$ cat config.mk
export PLATFORM = sky130hd
export DESIGN_NAME = swrm_ram
export DESIGN_NICKNAME = d
export VERILOG_FILES = /design/src/hw/rtl/swrm_ram.sv
export SDC_FILE = /design/constraint.sdc
export NUM_CORES = 1
export LEC_CHECK = 0
export BUFFER_PORTS_ARGS = -buffer_cell sky130_fd_sc_hd__buf_2
export CAP_MARGIN = 25
export CORE_ASPECT_RATIO = 2
export CORE_MARGIN = 1
export CORE_UTILIZATION = 47
export DETAILED_ROUTE_END_ITERATION = 10
export GPL_TIMING_DRIVEN = 0
export PLACE_DENSITY = 0.67
export SYNTH_ARGS = -nofsm -noshare
export SYNTH_HDL_FRONTEND = slang
export SYNTH_SLANG_ARGS = --single-unit
$ cat constraint.sdc
create_clock -name clk -period 5.3 [get_ports clk]
set_clock_uncertainty 0.2 [all_clocks]
set_input_delay 1.06 -clock clk [delete_from_list [all_inputs] [get_ports clk]]
set_output_delay 1.06 -clock clk [all_outputs]
set_load 0.02 [all_outputs]
$ cat src/hw/rtl/swrm_ram.sv
// ============================================================================
// swrm_ram: generic simple dual-port RAM
// One write port and one read port with registered read data.
// ============================================================================
module swrm_ram #(
  parameter int WIDTH = 8,
  parameter int DEPTH = 16
) (
  input  logic                     clk,
  input  logic                     we,
  input  logic [$clog2(DEPTH)-1:0] waddr,
  input  logic [WIDTH-1:0]         wdata,
  input  logic [$clog2(DEPTH)-1:0] raddr,
  output logic [WIDTH-1:0]         rdata
);

  logic [WIDTH-1:0] mem [DEPTH];

  always_ff @(posedge clk) begin
    if (we) begin
      mem[waddr] <= wdata;
    end
    rdata <= mem[raddr];
  end

endmodule

; Word level (Yosys, flattened, before mapping)
; Memory sizes are Yosys's and may differ from the RTL's. A register that Yosys moved wholly into a read port is not among the register bits.
; Cells that the tools add are included.
; Widths: inputs -> output; s select.
[classes]
n_mux = 2
[op_table]
columns = op, n
row1 = $mux 1, 2
[word_totals]
regBits = 0
ramBits = 128
in_bits = 18
memories = 1
output_inout_bits = 8
elab_cells = 3
[mem_list]
columns = name, words, width, read_ports, rd_clocked_by_memory_dff, wr, line
row1 = mem, 16, 8, 1, 1, 1, 17  ; logic [WIDTH-1:0] mem [DEPTH];

; Longest topological paths before layout
[depth]
word_depth = 2
depth_mapped = 5
ltp_nobuf = 3

; Worst setup path after synthesis
; OpenSTA, ideal clock, no wires.
[synth_timing]
kind = input -> register
start = input waddr[2]
end = memory mem[0][0] (enable)
stages = 2
path_buffers = 0
t_required_ns = 4.717
arrival_ns = 2.170
path_slack_ns = 2.547
setup_time_ns = 0.383
cell_sequence = or3b_2 > nor3_1
[synth_lines]
columns = element, line
row1 = from (decl), 11  ; input logic [$clog2(DEPTH)-1:0] waddr,
row2 = to (decl), 17
; No word-level cell before the write port.

; Worst setup path in the final report
[layout_timing]
start = input waddr[2]
end = memory mem[2][1] (enable)
; No word-level cell before the write port.

==> metrics.csv <==
metric,value,unit
outcome,"complete, no violations",
Setup TNS Final,0,ps
Yosys top cell area share,0.7467,
die span in x,76,µm
DIE HEIGHT,150,µm
global routing met2 resource utilization,0.3373,
root buf cell,clkbuf_16,
via count,2360,
MaxCap Viol Count,0,
Tcrit/Tclk final,0.4671,
slowest CP cell,nor2_1,
kind of critical path,in2reg,
worst path cell trace,"buf_2, or3b_2, nor2_1",
Final Cell Area,0.006100,mm²
pwr/cell area,423.2,mW/mm²
Resized Gates After CTS,0,
reg-to-reg setup timing slack,3630,ps
WHS Path Cells,3,
dpl hpwl,6.448,mm
synthesized cell area,0.005147,mm²
DP Area,0.005466,mm²
hold buffer count at CTS,0,
Placeable Area,0.01061,mm²
WL/cell,23.13,µm
RSZ-0062 raised after global routing,no,
Sw Share,0.1951,
remaining routing DRC violations,0,
Logic pwr share,0.047,
min cycle time layout,2476,ps
CP max FO,8,
Worst-path clk slew,50,ps
Reg-to-Reg Start,mem[1][2],
Reg2Reg Depth,3,
maximum root-to-sink buffer count,2,
"Clk Latency, worst-skew pair",420,ps
Clock Power Share,0.484,
sequential share of the synthesized area,0.7778,
Syn Nets,247,
worst vdd ir,0.3238,mV
post-layout util,0.5749,
die area,0.01140,mm²
GP Congestion,0.7983,
drt first pass iters,5,
synthesis warning total,0,
fraction of layout cells with a size suffix above 1,0.3010,
CP startpoint,waddr[2],
Initial Util,0.4851,
grt ovf,0,
largest cells by area after synthesis,"edfxtp_1, mux4_2, mux4_1, dfxtp_1, a22oi_1",
min-delay src,mem[13][2],
initial antenna violation count,0,
Syn Area/Cell,22.48,µm²
Switch Pwr,503.6,µW
GR Util met3,0.04634,
clock sinks,136,
Seq pwr share,0.468,
CP startpoint kind,input pin,
largest net degree at the start of global routing,17,
Hold Crit Class,reg2reg,
vias in the first global route,2461,
post-synth cell types,19,
Int Power,2078,µW
CP endpoint kind,flip-flop,
Synth Register Bits,136,
GRT Total Usage,0.1937,
Post-Syn Instances,229,
first-pass GRT wire length,14.86,mm
final hold vios,0,
GRT busiest layer,met2,
Final setup viols,0,
IO Pins,26,
Antenna Nets Post-Route,0,
CTS tree,built,
post-CTS setup buffer count,0,
count of final max-slew check failures,0,
CP top delay family,simple AND/OR/NAND/NOR gates,
grt met1 use,0.2215,
Lkg Pwr,0.002072,µW
final worst setup slack,2824,ps
Critical Path Max Stage Delay,620,ps
P&R area growth vs syn,18.50,%
clock buffer count from CTS,17,
layout net count,294,
Tightest Pin Transition,833.3,ps
Crit path required time,5140,ps
Worst Path Buf+Inv,1,
Worst slew margin,0.4424,
I/O Buffers,24,
vias per cell,5.540,
dpl ws,2364,ps
WHS Endpoint,rdata[2],
FMAX,0.4039,GHz
RR Endpoint,rdata[2],
Pwr Total,2581,µW
top cell type by total area after synthesis,edfxtp_1,
CTS H-tree lvls,4,
Row Count,53,
WL final,9.855,mm
diodes inserted,0,
arrival time worst endpoint,2320,ps
DRT iter0 DRCs,160,
-- how the worst max path moves through the flow --
stage                     end  slack (ps)  cells after the start
floorplan           mem[0][0]        2550                      2
global placement    mem[0][2]        1960                      3
detailed placement  mem[2][2]        2360                      3
CTS                 mem[2][3]        2790                      3
global route        mem[2][0]        2720                      3
finish              mem[2][1]        2820                      3
-- per-layer routing --
layer  routed length, µm  vias up
met5                   0        -
met3                 425       19
met2                5334       75
met4                 306        0
met1                3788     1199
li1                    -     1067
-- stage by stage --
step	std cells	hold WS (ps)
final	426	494.5
after global routing	426	537.8
after CTS	426	501.2
after detailed placement	394	487.1
after global placement	390	465.9
after floorplan	229	429.3
-- cells in the final DEF, fill, tap and decap left out, types with 3 or more instances in the layout --
cell type,n
clkinv_2,5
nor2_1,13
nand2_1,9
clkdlybuf4s25_2,3
nor3_1,4
dfxtp_1,8
bufinv_16,5
mux4_1,14
clkbuf_16,17
mux4_2,18
edfxtp_1,128
a22oi_1,16
buf_4,4
buf_6,3
buf_2,28
-- logic make-up (layout without fill, tap and decap cells) --
family / Yosys count / count (layout) / share of synthesized area
compound gates: 16 / 16 / 0.02334
buf+inv: 10 / 70 / 0.01677
flops: 136 / 136 / 0.7778
mux: 32 / 32 / 0.1502
simple gates: 35 / 35 / 0.03184
-- worst register-to-register path, stage by stage, from the launching register on --
cell and delay (ps):
edfxtp_1 360, mux4_1 590, a22oi_1 330, nand2_1 90
-- synthesized netlist by cell type --
| library cell | n |
|---|---|
| nand3_1 | 1 |
| or3b_2 | 1 |
| buf_4 | 1 |
| nor2b_1 | 1 |
| mux4_1 | 14 |
| nand3b_1 | 2 |
| nand2b_1 | 2 |
| a22oi_1 | 16 |
| nor2_1 | 13 |
| nand2_1 | 9 |
| edfxtp_1 | 128 |
| dfxtp_1 | 8 |
| buf_2 | 3 |
| nor3_1 | 4 |
| mux4_2 | 18 |
| and2_1 | 1 |
| and2b_1 | 1 |
| clkdlybuf4s25_2 | 3 |
| buf_6 | 3 |
-- state kept, by name, summed over array words and instances (netlist names) --
register,count
mem,128
rdata,8
-- power by group through the flow --
stage	sequential (µW)	clock (µW)	combinational [µW]
after global routing	1210	1310	131
final	1210	1250	123
after floorplan	1240	0	61.0
after CTS	1210	1260	125
after global placement	1230	0	121
after detailed placement	1230	0	125
-- final cells by class --
class | instances | area [µm²]
clock inverters | 15 | 207.7
plain buffers | 10 | 86.33
clock buffers | 17 | 425.4
repair buffers | 28 | 147.6
well taps | 137 | 171.4
fillers | 812 | 4511
multi-input cells | 83 | 1057
flip-flops and latches | 136 | 4004
(Power assumes the default switching activity.)
